**src/hw/rtl/art_pkg.sv**
```systemverilog
package art_pkg;

  localparam int unsigned ID_W      = 32;
  localparam int unsigned KIND_W    = 8;
  localparam int unsigned TIME_W    = 32;
  localparam int unsigned RETRY_W   = 8;
  localparam int unsigned TMO_W     = 16;
  localparam int unsigned LIMIT_W   = 5;
  localparam int unsigned CFG_IDX_W = 4;

  // Most results a single collect request may produce.
  localparam logic [LIMIT_W-1:0] RESULT_CAP = 5'd16;

  localparam logic [TMO_W-1:0]   ACK_TIMEOUT_RST = 16'd1000;
  localparam logic [RETRY_W-1:0] RETRY_LIMIT_RST = 8'd3;

  localparam logic [CFG_IDX_W-1:0] REG_ACK_TIMEOUT = 4'd0;
  localparam logic [CFG_IDX_W-1:0] REG_RETRY_LIMIT = 4'd1;

  typedef enum logic [1:0] {
    OP_ADD     = 2'd0,
    OP_REMOVE  = 2'd1,
    OP_CHECK   = 2'd2,
    OP_COLLECT = 2'd3
  } op_t;

  typedef enum logic [1:0] {
    ST_OK      = 2'd0,
    ST_MISS    = 2'd1,
    ST_EXHAUST = 2'd2
  } status_t;

  typedef struct packed {
    logic [1:0]         operation;
    logic [ID_W-1:0]    message_id;
    logic [KIND_W-1:0]  message_kind;
    logic [TIME_W-1:0]  now_ms;
    logic [LIMIT_W-1:0] collect_limit;
  } in_item_t;

  typedef struct packed {
    logic [1:0] status;
    logic       retransmit_needed;
    logic [3:0] slot_index;
    logic       slot_valid;
    logic       timeout_flag;
    logic       last;
  } out_item_t;

  typedef struct packed {
    logic [CFG_IDX_W-1:0] index;
    logic [TMO_W-1:0]     wdata;
  } cfg_item_t;

  typedef struct packed {
    logic [ID_W-1:0]    id;
    logic [KIND_W-1:0]  kind;
    logic [TIME_W-1:0]  sent_at;
    logic [RETRY_W-1:0] retries;
  } entry_t;

  // Controller to datapath.
  typedef struct packed {
    logic start;
    logic eval;
    logic step;
    logic emit_mid;
    logic emit_final;
  } cmd_t;

  // Datapath to controller.
  typedef struct packed {
    logic hit;
    logic found;
    logic pend_vld;
    logic found_stop;
    logic last_slot;
    logic out_free;
  } sts_t;

endpackage

```
**src/hw/rtl/art_ctrl.sv**
```systemverilog
module art_ctrl (
  input  logic          clk,
  input  logic          rst_n,
  input  logic          in_valid,
  output logic          in_ready,
  input  art_pkg::sts_t sts,
  output art_pkg::cmd_t cmd
);

  typedef enum logic [4:0] {
    S_IDLE  = 5'b00001,
    S_READ  = 5'b00010,
    S_EVAL  = 5'b00100,
    S_EMIT  = 5'b01000,
    S_FINAL = 5'b10000
  } state_t;

  state_t state_r;
  state_t state_nxt;
  logic   step;

  always_comb begin
    state_nxt = state_r;
    step      = 1'b0;
    case (state_r)
      S_IDLE: begin
        if (in_valid) begin
          state_nxt = S_READ;
        end
      end
      S_READ: state_nxt = S_EVAL;
      S_EVAL: begin
        if (sts.hit) begin
          state_nxt = S_FINAL;
        end else if (sts.found && sts.pend_vld) begin
          // An earlier slot is held back until we know it is not the last one.
          state_nxt = S_EMIT;
        end else if ((sts.found && sts.found_stop) || sts.last_slot) begin
          state_nxt = S_FINAL;
        end else begin
          state_nxt = S_READ;
          step      = 1'b1;
        end
      end
      S_EMIT: begin
        if (sts.out_free) begin
          if (sts.found_stop || sts.last_slot) begin
            state_nxt = S_FINAL;
          end else begin
            state_nxt = S_READ;
            step      = 1'b1;
          end
        end
      end
      S_FINAL: begin
        if (sts.out_free) begin
          state_nxt = S_IDLE;
        end
      end
      default: state_nxt = S_IDLE;
    endcase
  end

  always_ff @(posedge clk) begin
    if (!rst_n) begin
      state_r <= S_IDLE;
    end else begin
      state_r <= state_nxt;
    end
  end

  assign in_ready       = (state_r == S_IDLE);
  assign cmd.start      = in_valid && (state_r == S_IDLE);
  assign cmd.eval       = (state_r == S_EVAL);
  assign cmd.step       = step;
  assign cmd.emit_mid   = (state_r == S_EMIT) && sts.out_free;
  assign cmd.emit_final = (state_r == S_FINAL) && sts.out_free;

endmodule

```
**config.mk**
```make
export PLATFORM = sky130hd
export DESIGN_NAME = art_ctrl
export DESIGN_NICKNAME = d
export VERILOG_FILES = /design/src/hw/rtl/art_pkg.sv /design/src/hw/rtl/art_ctrl.sv
export SDC_FILE = /design/constraint.sdc
export NUM_CORES = 1
export LEC_CHECK = 0
export ABC_AREA = 1
export ABC_CLOCK_PERIOD_IN_PS = 1600
export BUFFER_PORTS_ARGS = -buffer_cell sky130_fd_sc_hd__buf_2
export CORE_AREA = 2 2 39 41
export CTS_CLUSTER_SIZE = 10
export DETAILED_ROUTE_END_ITERATION = 10
export DIE_AREA = 0 0 41 43
export HOLD_SLACK_MARGIN = 0.1
export PLACE_DENSITY = 0.52
export SLEW_MARGIN = 20
export SYNTH_ARGS = -nofsm -noshare
export SYNTH_HDL_FRONTEND = slang
export SYNTH_SLANG_ARGS = --single-unit
```
**constraint.sdc**
```tcl
create_clock -name clk -period 1.6 [get_ports clk]
set_clock_uncertainty 0.2 [all_clocks]
set_input_delay 0.32 -clock clk [delete_from_list [all_inputs] [get_ports clk]]
set_output_delay 0.32 -clock clk [all_outputs]
set_load 0.005 [all_outputs]
```
== After elaboration in Yosys (flattened, before gate mapping) ==
Index checks and enable logic that the tools add are counted.
W data, S select, Z words.

* Bits in latches: 0
* Word-level logic and storage cells: 31
* ROM bits: 0
* Bits in registers: 5
* Input bits: 9
* RAM bits: 0
* Output and inout bits: 6
* Memories kept: 0

* Shifts and indexed selects: 0
* Order comparisons: 0
* Add/subtract/negate cells: 0
* Reductions and logical operators: 8
* Bitwise operators: 0
* Multipliers: 0
* Div/mod/pow operators: 0
* Equal/unequal tests: 8
* Muxes and demuxes: 14

{| class="wikitable"
|+ Operators with widths
! cell !! count
|-
| $mux W5 || 7
|-
| $pmux W5 S5 || 1
|-
| $ne A2 B2 Y1 const B || 3
|-
| $eq A5 B1 Y1 const B || 1
|-
| $eq A5 B2 Y1 const B || 1
|-
| $eq A5 B3 Y1 const B || 1
|-
| $eq A5 B4 Y1 const B || 1
|-
| $eq A5 B5 Y1 const B || 1
|-
| $logic_and A1 B1 Y1 || 5
|-
| $mux W1 || 5
|-
| $reduce_and A3 Y1 || 1
|-
| $logic_or A1 B1 Y1 || 2
|-
| $pmux W1 S2 || 1
|}

== Longest topological paths before layout ==
* Word-level depth: 6
* Gate-level depth with buffers: 8
* Gate-level depth less buffers: 8

== Worst setup path before layout ==
Ideal clock, no wire load.

* Path kind: register to output
* From: register state_r[0]
* To: output cmd[2] (netlist name)
* Data required time: 1080 ps
* Cell stages (with the launch flop): 7
* Buffers on the path: 1
* Slack: 91 ps
* Arrival: 989 ps
* Cell sequence: dfxtp_1 nor2_4 nand3_1 nor2_1 nand2_1 nand2_1 buf_4

* Word-level cells in the longest chain between the ends: 2

{| class="wikitable"
|+ RTL lines
! what !! RTL line !! text
|-
| start, declared || art_ctrl.sv:18 || <nowiki>state_t state_r;</nowiki>
|-
| start signal, assigned || art_ctrl.sv:68 || <nowiki>state_r <= state_nxt;</nowiki>
|-
| $eq A5 B4 Y1 or $eq A5 B3 Y1 (tied branches) || art_ctrl.sv:25 || <nowiki>case (state_r)</nowiki>
|-
| $pmux W1 S2 * || art_ctrl.sv:25 ||
|-
| end, declared || art_ctrl.sv:7 || <nowiki>output art_pkg::cmd_t cmd</nowiki>
|}

Every way passes the cells marked *; elsewhere a longest branch is shown, timed or not.

==> impl_metrics.yaml <==
route:
  detail-route-antenna-nets: 0
  via_count: 492
  post_drt_wl_per_cell_um: 9.32
  via_per_inst: 4.51
  wl_um: 1020
  drc: 0
  drtPass1Iterations: 3
  first_iter_violations: 3
finish:
  mostFrequentLayoutCells: "12 x buf_2, 12 x buf_4, 10 x nand2_1, 10 x nor2_1, 8 x inv_1"
  largest_reg_flops: 5
  largestRegisters: "state_r x5"
  largest_register: "state_r"
  antenna-diode-count: 0
  final_cell_area_um2: 662
  fin_cells: 109
  syn_to_final_growth_pct: 76.3
  drive_gt1_share_pct: 53.8
  nets: 103
place:
  post_dp_cell_area_um2: 465
  placed_cells: 91
  io_buffers: 14
  gp_routability_congestion: 0.809
  place_ws_ns: 0.0991
  hpwl_um: 707
worst_hold_path:
  worstHoldPathType: "in -> reg"
  hold_depth: 4
  min_to: "state_r[3]"
  hold_path.startpoint: "sts[0]"
clock_tree:
  htreeDepth: 1
  clock_tree.buffer_depth: 2
  clock_sinks: 5
  root_buffer: "clkbuf_4"
  path_clk_slew_ns: 0.04
  tritoncts: "done"
  cts_made_buffers: 3
  clock_latency_ns: 0.24
run_status:
  outcome: "finished with violations"
  failed_checks: "setup timing"
timing:
  min_period_ns: 1.70
  fin_crit_sh_pct: 106
  slew_viol_final: 0
  rsz0062_at_grt: "yes"
  finalWorstSetupSlack_ns: -0.0956
  setup_viol: 3
  max-slew-margin-rel_pct: 85.9
  hold_viol_final: 0
  worstMarginPinSlew_ns: 0.211
  hold_slack_ns: 0.199
  max_freq_mhz: 590
yosys:
  syn_avg_cell_area_um2: 6.15
  yosys.area.top_type: "dfxtp_1"
  synthesis.nets: 70
  synth_top_cell_area_share_pct: 26.7
  yosysUniqueCellTypes: 16
  yosys-top-cells-area: "dfxtp_1 27%, nor2_1 13%, nand2_1 10%, nand3_1 9.3%, nand4_1 8.3%"
  syn_inst: 61
  syn_area_um2: 375
  ys_ff_latch: 5
  yosys_warnings: 0
  yosysSeqAreaShare_pct: 26.7
floorplan:
  core_um2: 1380
  std_cell_rows: 14
  dieWidth_um: 41
  die_area_um2: 1760
  start_util_pct: 27.1
  io_pins: 15
  dieHeight_um: 43
critical_path:
  worst_setup_path_start_kind: "flop"
  r2r_start: "state_r[0]"
  path_class: "reg -> out"
  crit_path_end_kind: "primary output"
  rr_endpoint: "state_r[4]"
  reg2reg_slack_ns: 0.08
  ff2ff_path_depth: 10
  required_ns: 1.08
  cp_max_fo: 4
  arrival_ns: 1.18
run:
  max-cap-violations: 0
grt:
  grt.busiest_layer: "met2"
  met3_usage_pct: 3.14
  met2_usage_pct: 21.9
  grt_usage_pct: 14.2
  grt_start_max_net_pins: 6
  grt_pass1_vias: 441
  grt_overflow: 0
  grt_pass1_wl_um: 1660
  met1_usage_pct: 15.2
  antenna_found_initial: 0
power_and_ir_drop:
  combPwrFrac_pct: 49.3
  peakVddDrop_mv: 0.624
  p_leak_nw: 0.339
  netSwitchingFraction_pct: 32.3
  p_sw_w: 0.000189
  power_frac_seq_pct: 26.9
  power_frac_clock_pct: 23.8
  intPower_w: 0.000395
  power_density_nw_per_um2: 883
cell usage after synthesis, drive strengths merged:
master   n
dfxtp    5
nand2   13
nor3     1
nand4    5
buf      1
a21oi    2
nand3    8
inv      9
nor2    16
clkinv   1
cell families after synthesis:
| kind of cell | after synthesis | synth area share [%] |
|---|---|---|
| simple gates | 43 | 58.7 |
| buf+inv | 11 | 12.0 |
| flops | 5 | 26.7 |
| compound gates | 2 | 2.67 |
critical path, cell delays in order, from the launching register on:
cell,delay [ns]
dfxtp_2,0.32
nor2_4,0.17
buf_4,0.15
nand3_1,0.08
nor2_1,0.10
buf_2,0.12
repair_timing:
item                                    4_1_cts  5_1_grt
setup buffers                                12        1
hold buffers                                  1        0
endpoints found under the hold margin         1        0
gates resized for setup                       9       10
pin swaps                                     7        7
endpoints found under the setup margin        6        6
per-layer routing:
layer  up-vias  share of wire [%]  routed length [µm]
met5         -                  0                   0
met4         0                1.4                  14
met3         2                4.4                  45
met2        10                 55                 560
met1       222                 39                 395
li1        258                  -                   -
power by group through the flow:
stage               Clock [W]  Combinational (W)  Sequential [W]
floorplan                   0          0.0000998        0.000153
global placement            0           0.000147        0.000154
detailed placement          0           0.000146        0.000155
CTS                  0.000148           0.000250        0.000155
global route         0.000154           0.000316        0.000158
finish               0.000139           0.000288        0.000157
worst max path at each step:
| stage | startpoint | end | cells after the start |
|---|---|---|---|
| floorplan | state_r[0] | cmd[2] | 6 |
| CTS | state_r[1] | cmd[2] | 6 |
| global placement | state_r[2] | cmd[2] | 6 |
| finish | state_r[0] | cmd[0] | 5 |
| global route | state_r[0] | cmd[2] | 6 |
| detailed placement | state_r[2] | cmd[2] | 6 |
through the flow:
stage	util [%]	setup TNS (ns)	total power, W
3_5_place_dp	33.6	0	0.000301
5_1_grt	47.8	-0.577	0.000628
3_3_place_gp	33.6	0	0.000301
4_1_cts	44.4	-0.294	0.000553
6_report	47.8	-0.174	0.000584
2_1_floorplan	-	0	0.000253
cell type report:
type	instances	area [µm²]
repair buffers	29	205
clock buffers	4	26.3
well taps	16	20.0
fillers	155	722
multi-input cells	45	264
inverters	10	40.0
flip-flops and latches	5	106
Note: power is estimated with default switching activity, not from simulation.
