<file path="src/hw/rtl/art_pkg.sv">
package art_pkg;

  localparam int unsigned ID_W      = 32;
  localparam int unsigned KIND_W    = 8;
  localparam int unsigned TIME_W    = 32;
  localparam int unsigned RETRY_W   = 8;
  localparam int unsigned TMO_W     = 16;
  localparam int unsigned LIMIT_W   = 5;
  localparam int unsigned CFG_IDX_W = 4;

  // Most results a single collect request may produce.
  localparam logic [LIMIT_W-1:0] RESULT_CAP = 5'd16;

  localparam logic [TMO_W-1:0]   ACK_TIMEOUT_RST = 16'd1000;
  localparam logic [RETRY_W-1:0] RETRY_LIMIT_RST = 8'd3;

  localparam logic [CFG_IDX_W-1:0] REG_ACK_TIMEOUT = 4'd0;
  localparam logic [CFG_IDX_W-1:0] REG_RETRY_LIMIT = 4'd1;

  typedef enum logic [1:0] {
    OP_ADD     = 2'd0,
    OP_REMOVE  = 2'd1,
    OP_CHECK   = 2'd2,
    OP_COLLECT = 2'd3
  } op_t;

  typedef enum logic [1:0] {
    ST_OK      = 2'd0,
    ST_MISS    = 2'd1,
    ST_EXHAUST = 2'd2
  } status_t;

  typedef struct packed {
    logic [1:0]         operation;
    logic [ID_W-1:0]    message_id;
    logic [KIND_W-1:0]  message_kind;
    logic [TIME_W-1:0]  now_ms;
    logic [LIMIT_W-1:0] collect_limit;
  } in_item_t;

  typedef struct packed {
    logic [1:0] status;
    logic       retransmit_needed;
    logic [3:0] slot_index;
    logic       slot_valid;
    logic       timeout_flag;
    logic       last;
  } out_item_t;

  typedef struct packed {
    logic [CFG_IDX_W-1:0] index;
    logic [TMO_W-1:0]     wdata;
  } cfg_item_t;

  typedef struct packed {
    logic [ID_W-1:0]    id;
    logic [KIND_W-1:0]  kind;
    logic [TIME_W-1:0]  sent_at;
    logic [RETRY_W-1:0] retries;
  } entry_t;

  // Controller to datapath.
  typedef struct packed {
    logic start;
    logic eval;
    logic step;
    logic emit_mid;
    logic emit_final;
  } cmd_t;

  // Datapath to controller.
  typedef struct packed {
    logic hit;
    logic found;
    logic pend_vld;
    logic found_stop;
    logic last_slot;
    logic out_free;
  } sts_t;

endpackage

</file>
<file path="src/hw/rtl/art_ram.sv">
module art_ram #(
  parameter int unsigned WIDTH = 8,
  parameter int unsigned DEPTH = 16
) (
  input  logic                     clk,
  input  logic                     we,
  input  logic [$clog2(DEPTH)-1:0] waddr,
  input  logic [WIDTH-1:0]         wdata,
  input  logic [$clog2(DEPTH)-1:0] raddr,
  output logic [WIDTH-1:0]         rdata
);

  logic [WIDTH-1:0] mem [DEPTH];
  logic [WIDTH-1:0] rdata_r;

  always_ff @(posedge clk) begin
    if (we) begin
      mem[waddr] <= wdata;
    end
    rdata_r <= mem[raddr];
  end

  assign rdata = rdata_r;

endmodule

</file>
<file path="src/hw/rtl/art_dpath.sv">
module art_dpath #(
  parameter int unsigned SLOTS = 16
) (
  input  logic                clk,
  input  logic                rst_n,
  input  art_pkg::cmd_t       cmd,
  output art_pkg::sts_t       sts,
  input  art_pkg::in_item_t   in_data,
  input  logic                cfg_we,
  input  art_pkg::cfg_item_t  cfg_data,
  output logic                out_valid,
  input  logic                out_ready,
  output art_pkg::out_item_t  out_data
);

  localparam int unsigned IDX_W = $clog2(SLOTS);
  localparam logic [IDX_W-1:0] LAST_IDX = IDX_W'(SLOTS - 1);

  art_pkg::op_t                      op_r;
  logic [art_pkg::ID_W-1:0]          id_r;
  logic [art_pkg::KIND_W-1:0]        kind_r;
  logic [art_pkg::TIME_W-1:0]        now_r;
  logic [art_pkg::LIMIT_W-1:0]       lim_r;
  logic [art_pkg::LIMIT_W-1:0]       cnt_r;
  logic [IDX_W-1:0]                  idx_r;
  logic                              pend_vld_r;
  logic [IDX_W-1:0]                  pend_idx_r;
  logic                              hit_r;
  art_pkg::status_t                  res_status_r;
  logic [IDX_W-1:0]                  res_idx_r;
  logic                              free_vld_r;
  logic [IDX_W-1:0]                  free_idx_r;
  logic                              retx_r;
  logic                              flag_r;
  logic [SLOTS-1:0]                  active_r;
  logic [art_pkg::TMO_W-1:0]         tmo_r;
  logic [art_pkg::RETRY_W-1:0]       rlim_r;
  logic                              out_valid_r;
  art_pkg::out_item_t                out_data_r;

  art_pkg::entry_t                   rd_entry;
  art_pkg::entry_t                   ram_wdata;
  logic [IDX_W-1:0]                  ram_waddr;
  logic                              ram_we;

  logic                              act;
  logic                              id_eq;
  logic                              kind_eq;
  logic [art_pkg::TIME_W-1:0]        elapsed;
  logic                              timed;
  logic [art_pkg::RETRY_W-1:0]       ret_inc;
  logic                              exhaust;
  logic                              hit;
  logic                              found;
  logic                              claim;
  logic                              out_free;
  logic [art_pkg::LIMIT_W-1:0]       lim_eff;
  art_pkg::out_item_t                final_item;
  art_pkg::out_item_t                mid_item;

  function automatic logic [3:0] slot4(input logic [IDX_W-1:0] x);
    logic [IDX_W+3:0] ext;
    ext = {4'b0, x};
    return ext[3:0];
  endfunction

  art_ram #(
    .WIDTH ($bits(art_pkg::entry_t)),
    .DEPTH (SLOTS)
  ) u_ram (
    .clk   (clk),
    .we    (ram_we),
    .waddr (ram_waddr),
    .wdata (ram_wdata),
    .raddr (idx_r),
    .rdata (rd_entry)
  );

  always_comb begin
    act      = active_r[idx_r];
    id_eq    = (rd_entry.id == id_r);
    kind_eq  = (rd_entry.kind == kind_r);
    elapsed  = now_r - rd_entry.sent_at;
    timed    = act && (elapsed >= {16'd0, tmo_r});
    ret_inc  = (rd_entry.retries == 8'hFF) ? 8'hFF : rd_entry.retries + 8'd1;
    exhaust  = timed && (ret_inc >= rlim_r);
    found    = (op_r == art_pkg::OP_COLLECT) && act &&
               (rd_entry.retries != '0) && (cnt_r < lim_r);
    case (op_r)
      art_pkg::OP_ADD:    hit = act && id_eq && kind_eq;
      art_pkg::OP_REMOVE: hit = act && id_eq;
      art_pkg::OP_CHECK:  hit = exhaust;
      default:            hit = 1'b0;
    endcase
    out_free = !out_valid_r || out_ready;
    claim    = cmd.emit_final && (op_r == art_pkg::OP_ADD) && !hit_r && free_vld_r;
    lim_eff  = (in_data.collect_limit > art_pkg::RESULT_CAP) ?
               art_pkg::RESULT_CAP : in_data.collect_limit;
  end

  assign sts.hit        = hit;
  assign sts.found      = found;
  assign sts.pend_vld   = pend_vld_r;
  assign sts.found_stop = ((cnt_r + 5'd1) == lim_r);
  assign sts.last_slot  = (idx_r == LAST_IDX);
  assign sts.out_free   = out_free;

  // Table writes: refresh or retry update during the scan, claim at the end of an add.
  always_comb begin
    ram_we    = 1'b0;
    ram_waddr = idx_r;
    ram_wdata = rd_entry;
    if (claim) begin
      ram_we    = 1'b1;
      ram_waddr = free_idx_r;
      ram_wdata = '{id: id_r, kind: kind_r, sent_at: now_r, retries: '0};
    end else if (cmd.eval) begin
      if ((op_r == art_pkg::OP_ADD) && hit) begin
        ram_we            = 1'b1;
        ram_wdata.sent_at = now_r;
      end else if ((op_r == art_pkg::OP_CHECK) && timed) begin
        ram_we            = 1'b1;
        ram_wdata.retries = ret_inc;
        if (!exhaust) begin
          ram_wdata.sent_at = now_r;
        end
      end
    end
  end

  always_comb begin
    final_item              = '0;
    final_item.timeout_flag = flag_r;
    final_item.last         = 1'b1;
    if (hit_r) begin
      final_item.status     = res_status_r;
      final_item.slot_index = slot4(res_idx_r);
      final_item.slot_valid = 1'b1;
    end else begin
      case (op_r)
        art_pkg::OP_ADD: begin
          if (free_vld_r) begin
            final_item.status     = art_pkg::ST_OK;
            final_item.slot_index = slot4(free_idx_r);
            final_item.slot_valid = 1'b1;
          end else begin
            final_item.status = art_pkg::ST_MISS;
          end
        end
        art_pkg::OP_REMOVE: final_item.status = art_pkg::ST_MISS;
        art_pkg::OP_CHECK: begin
          final_item.status            = art_pkg::ST_OK;
          final_item.retransmit_needed = retx_r;
        end
        art_pkg::OP_COLLECT: begin
          final_item.status     = art_pkg::ST_OK;
          final_item.slot_index = pend_vld_r ? slot4(pend_idx_r) : 4'd0;
          final_item.slot_valid = pend_vld_r;
        end
        default: final_item.status = art_pkg::ST_OK;
      endcase
    end
    mid_item              = '0;
    mid_item.status       = art_pkg::ST_OK;
    mid_item.slot_index   = slot4(pend_idx_r);
    mid_item.slot_valid   = 1'b1;
    mid_item.timeout_flag = flag_r;
  end

  always_ff @(posedge clk) begin
    if (cmd.start) begin
      op_r   <= art_pkg::op_t'(in_data.operation);
      id_r   <= in_data.message_id;
      kind_r <= in_data.message_kind;
      now_r  <= in_data.now_ms;
      lim_r  <= lim_eff;
    end
    if (cmd.eval && hit) begin
      res_idx_r <= idx_r;
      case (op_r)
        art_pkg::OP_CHECK: res_status_r <= art_pkg::ST_EXHAUST;
        default:           res_status_r <= art_pkg::ST_OK;
      endcase
    end
    if (cmd.eval && (op_r == art_pkg::OP_ADD) && !act && !free_vld_r) begin
      free_idx_r <= idx_r;
    end
    if (cmd.emit_mid || (cmd.eval && found && !pend_vld_r)) begin
      pend_idx_r <= idx_r;
    end
    if (cmd.emit_mid) begin
      out_data_r <= mid_item;
    end else if (cmd.emit_final) begin
      out_data_r <= final_item;
    end
  end

  always_ff @(posedge clk) begin
    if (!rst_n) begin
      idx_r       <= '0;
      cnt_r       <= '0;
      pend_vld_r  <= 1'b0;
      hit_r       <= 1'b0;
      free_vld_r  <= 1'b0;
      retx_r      <= 1'b0;
      flag_r      <= 1'b0;
      active_r    <= '0;
      tmo_r       <= art_pkg::ACK_TIMEOUT_RST;
      rlim_r      <= art_pkg::RETRY_LIMIT_RST;
      out_valid_r <= 1'b0;
    end else begin
      if (cfg_we) begin
        case (cfg_data.index)
          art_pkg::REG_ACK_TIMEOUT: tmo_r  <= cfg_data.wdata;
          art_pkg::REG_RETRY_LIMIT: rlim_r <= cfg_data.wdata[7:0];
          default: ;
        endcase
      end
      if (cmd.start) begin
        idx_r      <= '0;
        cnt_r      <= '0;
        pend_vld_r <= 1'b0;
        hit_r      <= 1'b0;
        free_vld_r <= 1'b0;
        retx_r     <= 1'b0;
      end else begin
        if (cmd.step) begin
          idx_r <= idx_r + 1'b1;
        end
        if (cmd.eval) begin
          if (hit) begin
            hit_r <= 1'b1;
          end
          if ((op_r == art_pkg::OP_ADD) && !act) begin
            free_vld_r <= 1'b1;
          end
          if ((op_r == art_pkg::OP_REMOVE) && hit) begin
            active_r[idx_r] <= 1'b0;
          end
          if ((op_r == art_pkg::OP_CHECK) && timed) begin
            if (exhaust) begin
              flag_r <= 1'b1;
            end else begin
              retx_r <= 1'b1;
            end
          end
          if (found && !pend_vld_r) begin
            pend_vld_r <= 1'b1;
            cnt_r      <= cnt_r + 5'd1;
          end
        end
        if (cmd.emit_mid) begin
          cnt_r <= cnt_r + 5'd1;
        end
        if (claim) begin
          active_r[free_idx_r] <= 1'b1;
        end
      end
      if (cmd.emit_mid || cmd.emit_final) begin
        out_valid_r <= 1'b1;
      end else if (out_ready) begin
        out_valid_r <= 1'b0;
      end
    end
  end

  assign out_valid = out_valid_r;
  assign out_data  = out_data_r;

  a_flag_sticky: assert property (@(posedge clk) disable iff (!rst_n)
    flag_r |=> flag_r)
    else $error("exhausted flag cleared outside reset");

  a_emit_free: assert property (@(posedge clk) disable iff (!rst_n)
    (cmd.emit_mid || cmd.emit_final) |-> out_free)
    else $error("result loaded over one not yet taken");

  a_cnt_limit: assert property (@(posedge clk) disable iff (!rst_n)
    cmd.emit_final |-> (cnt_r <= lim_r))
    else $error("collect produced more slots than its limit");

  a_claim_free: assert property (@(posedge clk) disable iff (!rst_n)
    claim |-> !active_r[free_idx_r])
    else $error("add claimed a slot that is already active");

endmodule

</file>
<file path="config.mk">
export PLATFORM = sky130hd
export DESIGN_NAME = art_dpath
export DESIGN_NICKNAME = d
export VERILOG_FILES = /design/src/hw/rtl/art_pkg.sv /design/src/hw/rtl/art_ram.sv /design/src/hw/rtl/art_dpath.sv
export SDC_FILE = /design/constraint.sdc
export NUM_CORES = 2
export LEC_CHECK = 0
export ABC_AREA = 1
export ABC_CLOCK_PERIOD_IN_PS = 6500
export BUFFER_PORTS_ARGS = -buffer_cell sky130_fd_sc_hd__buf_2
export CAP_MARGIN = 40
export CELL_PAD_IN_SITES_DETAIL_PLACEMENT = 2
export CELL_PAD_IN_SITES_GLOBAL_PLACEMENT = 2
export CORE_UTILIZATION = 39
export DETAILED_ROUTE_END_ITERATION = 10
export PLACE_DENSITY_LB_ADDON = 0.1
export SLEW_MARGIN = 20
export SYNTH_ARGS = -nofsm -noshare
export SYNTH_HDL_FRONTEND = slang
export SYNTH_SLANG_ARGS = --single-unit
</file>
<file path="constraint.sdc">
create_clock -name clk -period 6.5 [get_ports clk]
set_input_delay 0.325 -clock clk [delete_from_list [all_inputs] [get_ports clk]]
set_output_delay 0.325 -clock clk [all_outputs]
set_load 0.01 [all_outputs]
</file>
# After elaboration in Yosys (flattened, before gate mapping)
# Memory sizes are Yosys's and may differ from the RTL's. A register that Yosys moved wholly into a read port is not among the register bits.
# Index checks and enable logic that the tools add are counted.
# totals
ff_bits	158
ramBits	1280
in_bits	108
out_inout_bits	17
word_cells	146
mem_count	1
# classes
addsub	4
n_lt_le_gt_ge	8
n_eq_ne	9
muxes	44
bitwise_logic	6
n_reduce_logical	48
# mem_list
memory	depth	word_bits	read_ports	rd_clocked_by_memory_dff	wr	line_no	rtl
u_ram.mem	16	80	1	1	1	art_ram.sv:13	logic [WIDTH-1:0] mem [DEPTH];
# op_table
operator	n
two-way mux 40 bit	4
two-way mux 16 bit	5
two-way mux 32 bit	2
equality test 32 bit	1
greater-or-equal comparator 32 x 16 -> 1 bit	1
subtractor 32 bit	1
two-way mux 5 bit	5
logical AND 1 bit	23
bitwise AND 16 bit	1
two-way mux 8 bit	2
inverter 16 bit	1
OR 16 bit	1
two-way mux 1 bit	14
two-way mux 7 bit	2
AND reduction 2 bit	6
< comparator 4 x 5 -> 1 bit (second input constant)	2
one-hot mux 5 bit (2 select lines)	1
adder 8 x 1 -> 8 bit (second input constant)	1
demux 1 bit (select 4 bit)	2
equality test 8 bit	1
equality test 8 bit (second input constant)	1
greater-or-equal comparator 4 x 1 -> 1 bit (second input constant)	2
greater-or-equal comparator 8 bit	1
two-way mux 4 bit	2
other kinds (23)	37

# Longest topological paths before layout
# depth
depth_word	12
ltp_mapped	31

# Hierarchy
# A second synthesis with hierarchy kept.
# unflattened
hier_cells	6861
hier_area_um2	67522.3
# modules_own_cells
module	instances	cells_per_inst	area_each_um2
art_ram	1	5255	56195.1
art_dpath	1	1606	11327.1

# Worst setup path before layout
# No wires, ideal clock.
# synth_timing
path_type	register to register
from	register now_r[9] in the netlist's numbering
to	memory u_ram.mem[0][0] in the netlist's numbering (enable)
setup_time_ns	0.519
arrival_ns	6.131
required_ns	5.981
setup_slack_ns	-0.150
stages_incl_launch_ff	25
path_buffers	0
period_less_slack_ns	6.650
cell_sequence	edfxtp_1 > ha_1 > nand2_1 > inv_1 > nand2_1 > nand2_1 > a21oi_1 > nand2_1 > xor2_1 > ha_1 > inv_1 > o31a_1 > nand2_1 > nand2_1 > nand2_1 > nor2_1 > nand2_1 > nor2_2 > nand2_2 > nand3_2 > nand2_4 > nand4_4 > nand2_2 > inv_2 > nor2_1
# synth_between
elab_chain_cells	11
word_cells_on_any_way	13
cone_classes	1 x add/sub; 1 x order compare; 7 x mux; 4 x reduce/logical
# synth_rtl
item	line_no	rtl
start, declared	art_dpath.sv:22	logic [art_pkg::TIME_W-1:0] now_r;
start signal, assigned	art_dpath.sv:175	now_r <= in_data.now_ms;
subtractor 32 bit *	art_dpath.sv:83	elapsed = now_r - rd_entry.sent_at;
greater-or-equal comparator 32 x 16 -> 1 bit *	art_dpath.sv:84	timed = act && (elapsed >= {16'd0, tmo_r});
logical AND 1 bit *	art_dpath.sv:84	
logical AND 1 bit	art_dpath.sv:86	exhaust = timed && (ret_inc >= rlim_r);
one-hot mux 1 bit (3 select lines)	art_dpath.sv:89	case (op_r)
logical AND 1 bit	art_dpath.sv:118	if ((op_r == art_pkg::OP_ADD) && hit) begin
two-way mux 1 bit *	art_dpath.sv:118	
two-way mux 1 bit *	art_dpath.sv:117	end else if (cmd.eval) begin
two-way mux 1 bit *	art_dpath.sv:113	if (claim) begin
two-way mux 1 bit *	art_ram.sv:17	if (we) begin
two-way mux 1 bit (implied by the code) *	art_ram.sv:18	mem[waddr] <= wdata;
end, declared	art_ram.sv:13	
# Every way passes the cells marked *; elsewhere a longest branch is shown, timed or not.

# Worst setup path in the final report
# layout_timing
from	register now_r[0] in the netlist's numbering
to	memory u_ram.mem[4][38] in the netlist's numbering (enable)
# The elaborated chain is that of the path after synthesis.

==> metrics.md <==
| Metric | Value |
|---|---|
| Largest net degree at the start of global routing | `176` |
| Setup_tns | `0 ns` |
| CTS Buf Count | `169` |
| Worst rel slew slack | `41.35%` |
| Mux cell area share after synthesis | `0%` |
| Setup Crit Path Kind | `flip-flop to flip-flop` |
| Synthesized Nets | `5435` |
| Most frequent cells after synthesis | `edfxtp_1 (1377), nand2_1 (850), nor2_1 (780)` |
| Top-count cell post-synth | `edfxtp_1` |
| Max rail drop VDD | `0.2946 mV` |
| Main synth FF type | `edfxtp_1` |
| Top Ports | `125` |
| Critical Path Sink Type | `flip-flop` |
| HP Class | `primary input to flip-flop` |
| Dpl ws | `0.9196 ns` |
| Post-Synth Simple-Gate Area | `12.56%` |
| Tcrit/Tclk final | `84.49%` |
| Post-Synth XOR/XNOR Area | `0.7101%` |
| Post-route ant nets | `0` |
| WL final | `216200 µm` |
| Fillers | `15.63k` |
| DRT Pass-1 Iters | `5` |
| Std cell rows | `145` |
| Die ar. | `159700 µm²` |
| Ant. Diodes | `0` |
| Leak Pwr | `25.34 nW` |
| Clock Path Buffers | `3` |
| CTS Root Cell | `clkbuf_16` |
| Die Y | `399.7 µm` |
| Crit path max fanout | `67` |
| Port bufs | `124` |
| RSZ-0062 raised after global routing | `no` |
| DRC errors left | `0` |
| Post-Syn Area | `61670 µm²` |
| Die W | `399.7 µm` |
| Startpoint type of the worst setup path | `flip-flop` |
| Synthesized flop and latch total | `1517` |
| PnR Total Power | `21.56 mW` |
| Max-Cap Viols | `0` |
| Placed Instances | `7253` |
| Layout Cells excl Fill | `7684` |
| First-pass GRT wire length | `316500 µm` |
| Max Clock Freq | `182.1 MHz` |
| H-Tree Depth | `4` |
| Setup Skew | `0.04069 ns` |
| Number of global-route vias before repair | `47.12k` |
| Worst-path clk slew | `0.06 ns` |
| Pins Over Slew Limit | `0` |
| Synth Area per Inst | `11.74 µm²` |
| Post-synthesis cell type count | `47` |
| DR WL/cell | `28.13 µm` |
| Core area | `156600 µm²` |
| Critical Path AT | `5.92 ns` |
| Layout area overhead | `16.30%` |
| Antenna violations before repair | `1` |
| Yosys warns | `0` |
| Worst Path Required | `6.93 ns` |
| Cell taking the most area after synthesis | `edfxtp_1` |
| Post-Synth Adder-Cell Area | `1.493%` |
| Sink Count | `1517` |
| GRT Total Usage | `26.95%` |
| Worst-Margin Slew | `0.8797 ns` |
| Initial DRC count | `3106` |
| Top-area cell type share of the netlist area | `67.05%` |
| Layout cells sized above 1 | `9.367%` |
| Starting density of the core | `39.39%` |
| Final setup violating endpoints | `0` |
| Largest family of logic cells by synthesized area | `simple AND/OR/NAND/NOR gates` |
| Pwr per Cell Area | `300.6 nW/µm²` |
| Worst setup margin | `1.008 ns` |
| Register area share after synthesis | `71.59%` |
| Post-synth EDFFs | `1377` |
| Async SR Flop Fraction | `0%` |
| Mapped Cells | `5254` |
| Clk_lat worst skew | `0.83 ns` |
| Final Hold Fails | `0` |
| Synth Area in Compound Gates | `10.05%` |
| Vias | `43.15k` |
| Overflow after GRT | `0` |
| Final worst path period need | `5.492 ns` |
| Vias/cell | `5.615` |
| CTS tree | `done` |
| Synth top area cells | `edfxtp_1 (67%), o21ai_0 (5.7%), nand2_1 (5.2%), nor2_1 (4.7%), dfxtp_1 (4.5%)` |
| HPWL after detailed placement | `127800 µm` |
| Status | `finished, final reports clean` |
| Hold WS | `0.07391 ns` |
| Routability congestion estimate | `0.7962` |
| Net total in the final layout | `5662` |
## layer usage
metal	track usage [%]	routed length [µm]
met2	47.63	110700
met4	7.634	5272
met1	34.88	92580
met5	0	0
met3	2.897	7651
## power breakdown
| group | total [mW] | switching, mW | internal, mW |
|---|---|---|---|
| sequential | 10.8 | 0.0785 | 10.8 |
| clock | 9.41 | 4.07 | 5.34 |
| combinational | 1.32 | 0.925 | 0.391 |
## placed cells by master (no fill, tap or decap), types with 13 or more instances in the layout
cell type,synthesis,routed
clkinv_2,0,25
nand3_1,77,77
nor3_1,17,17
a21oi_1,91,91
clkinv_1,3,29
dfxtp_1,140,138
dlygate4sd3_1,0,111
xnor2_1,26,26
buf_16,0,13
edfxtp_1,1377,1377
ha_1,72,72
nor2_4,1,21
clkbuf_16,0,173
clkbuf_8,0,16
nand2_1,850,850
xor2_1,24,24
inv_1,273,271
nor2_1,780,773
o22ai_1,332,332
clkbuf_1,242,56
o21ai_0,699,689
buf_2,15,124
buf_4,8,72
buf_12,0,22
nand4_1,123,123
## repair_timing
action | CTS | global route
endpoints found under the setup margin | 0 | 0
endpoints found under the hold margin | 118 | 0
hold buffers | 111 | 0
resized for setup | 0 | 0
setup buffers | 0 | 0
## final cells by class
type	count	area [µm²]	share of cell area (%)
clock buffers	245	4760	6.636
clock inverters	71	623.1	0.8687
inverters	280	1072	1.495
multi-input cells	3169	15440	21.53
flip-flops and latches	1517	44160	61.57
well taps	2058	2575	3.590
repair buffers	344	3093	4.312
## per-stage QoR
step                utilization (%)  cell area, µm²
CTS                           45.75           71620
global route                  45.81           71730
finish                        45.81           71730
floorplan                         -           61680
detailed placement            41.60           65130
global placement              41.30           64670
## critical path: stages, from the launching register on
cell and delay, ns:
edfxtp_1 0.34, inv_1 0.05, ha_1 0.22, fa_1 0.40
inv_1 0.13, nand2_1 0.06, nand2_1 0.13, nand3_1 0.08
nand2_1 0.18, xor2_1 0.21, ha_1 0.18, a21oi_1 0.06
o31a_1 0.23, nand2_1 0.11, nand2_1 0.07, nand2_1 0.07
nor2_1 0.04, nand2_1 0.07, nor2_2 0.04, nand2_2 0.18
nand3_2 0.14, nand2_4 0.21, nand4_4 0.16, nand2_2 0.16
inv_2 0.30, nor2_4 0.67, buf_12 0.54
## flip-flops by register name, summed over array words and instances, names as in the netlist
signal,flops
u_ram.mem,1280
u_ram.rdata,80
id_r,32
now_r,32
active_r,16
tmo_r,16
out_data,10
kind_r,8
rlim_r,8
cnt_r,5
lim_r,5
free_idx_r,4
idx_r,4
pend_idx_r,4
res_idx_r,4
op_r,2
flag_r,1
free_vld_r,1
hit_r,1
out_valid,1
pend_vld_r,1
res_status_r,1
retx_r,1
## worst paths after layout
| kind | start | endpoint | slack, ns | cells past startpoint |
|---|---|---|---|---|
| setup / recovery | now_r[0] | u_ram.mem[4][38] | 1.01 | 26 |
| hold / removal | cfg_data[16] | tmo_r[8] | 0.07 | 4 |
| setup reg to reg | now_r[0] | u_ram.mem[4][38] | 1.01 | 26 |
| hold reg to reg | out_data[0] | out_data[0] | 0.46 | 2 |
## kinds of logic after synthesis
| family | after synthesis |
|---|---|
| AND/OR/NAND/NOR | 1903 |
| flip-flops | 1517 |
| AO/OA/AOI/OAI | 1143 |
| buffers and inverters | 568 |
| adder cells (fa/ha/maj) | 73 |
| XOR/XNOR | 50 |
Note: power is estimated with default switching activity, not from simulation.
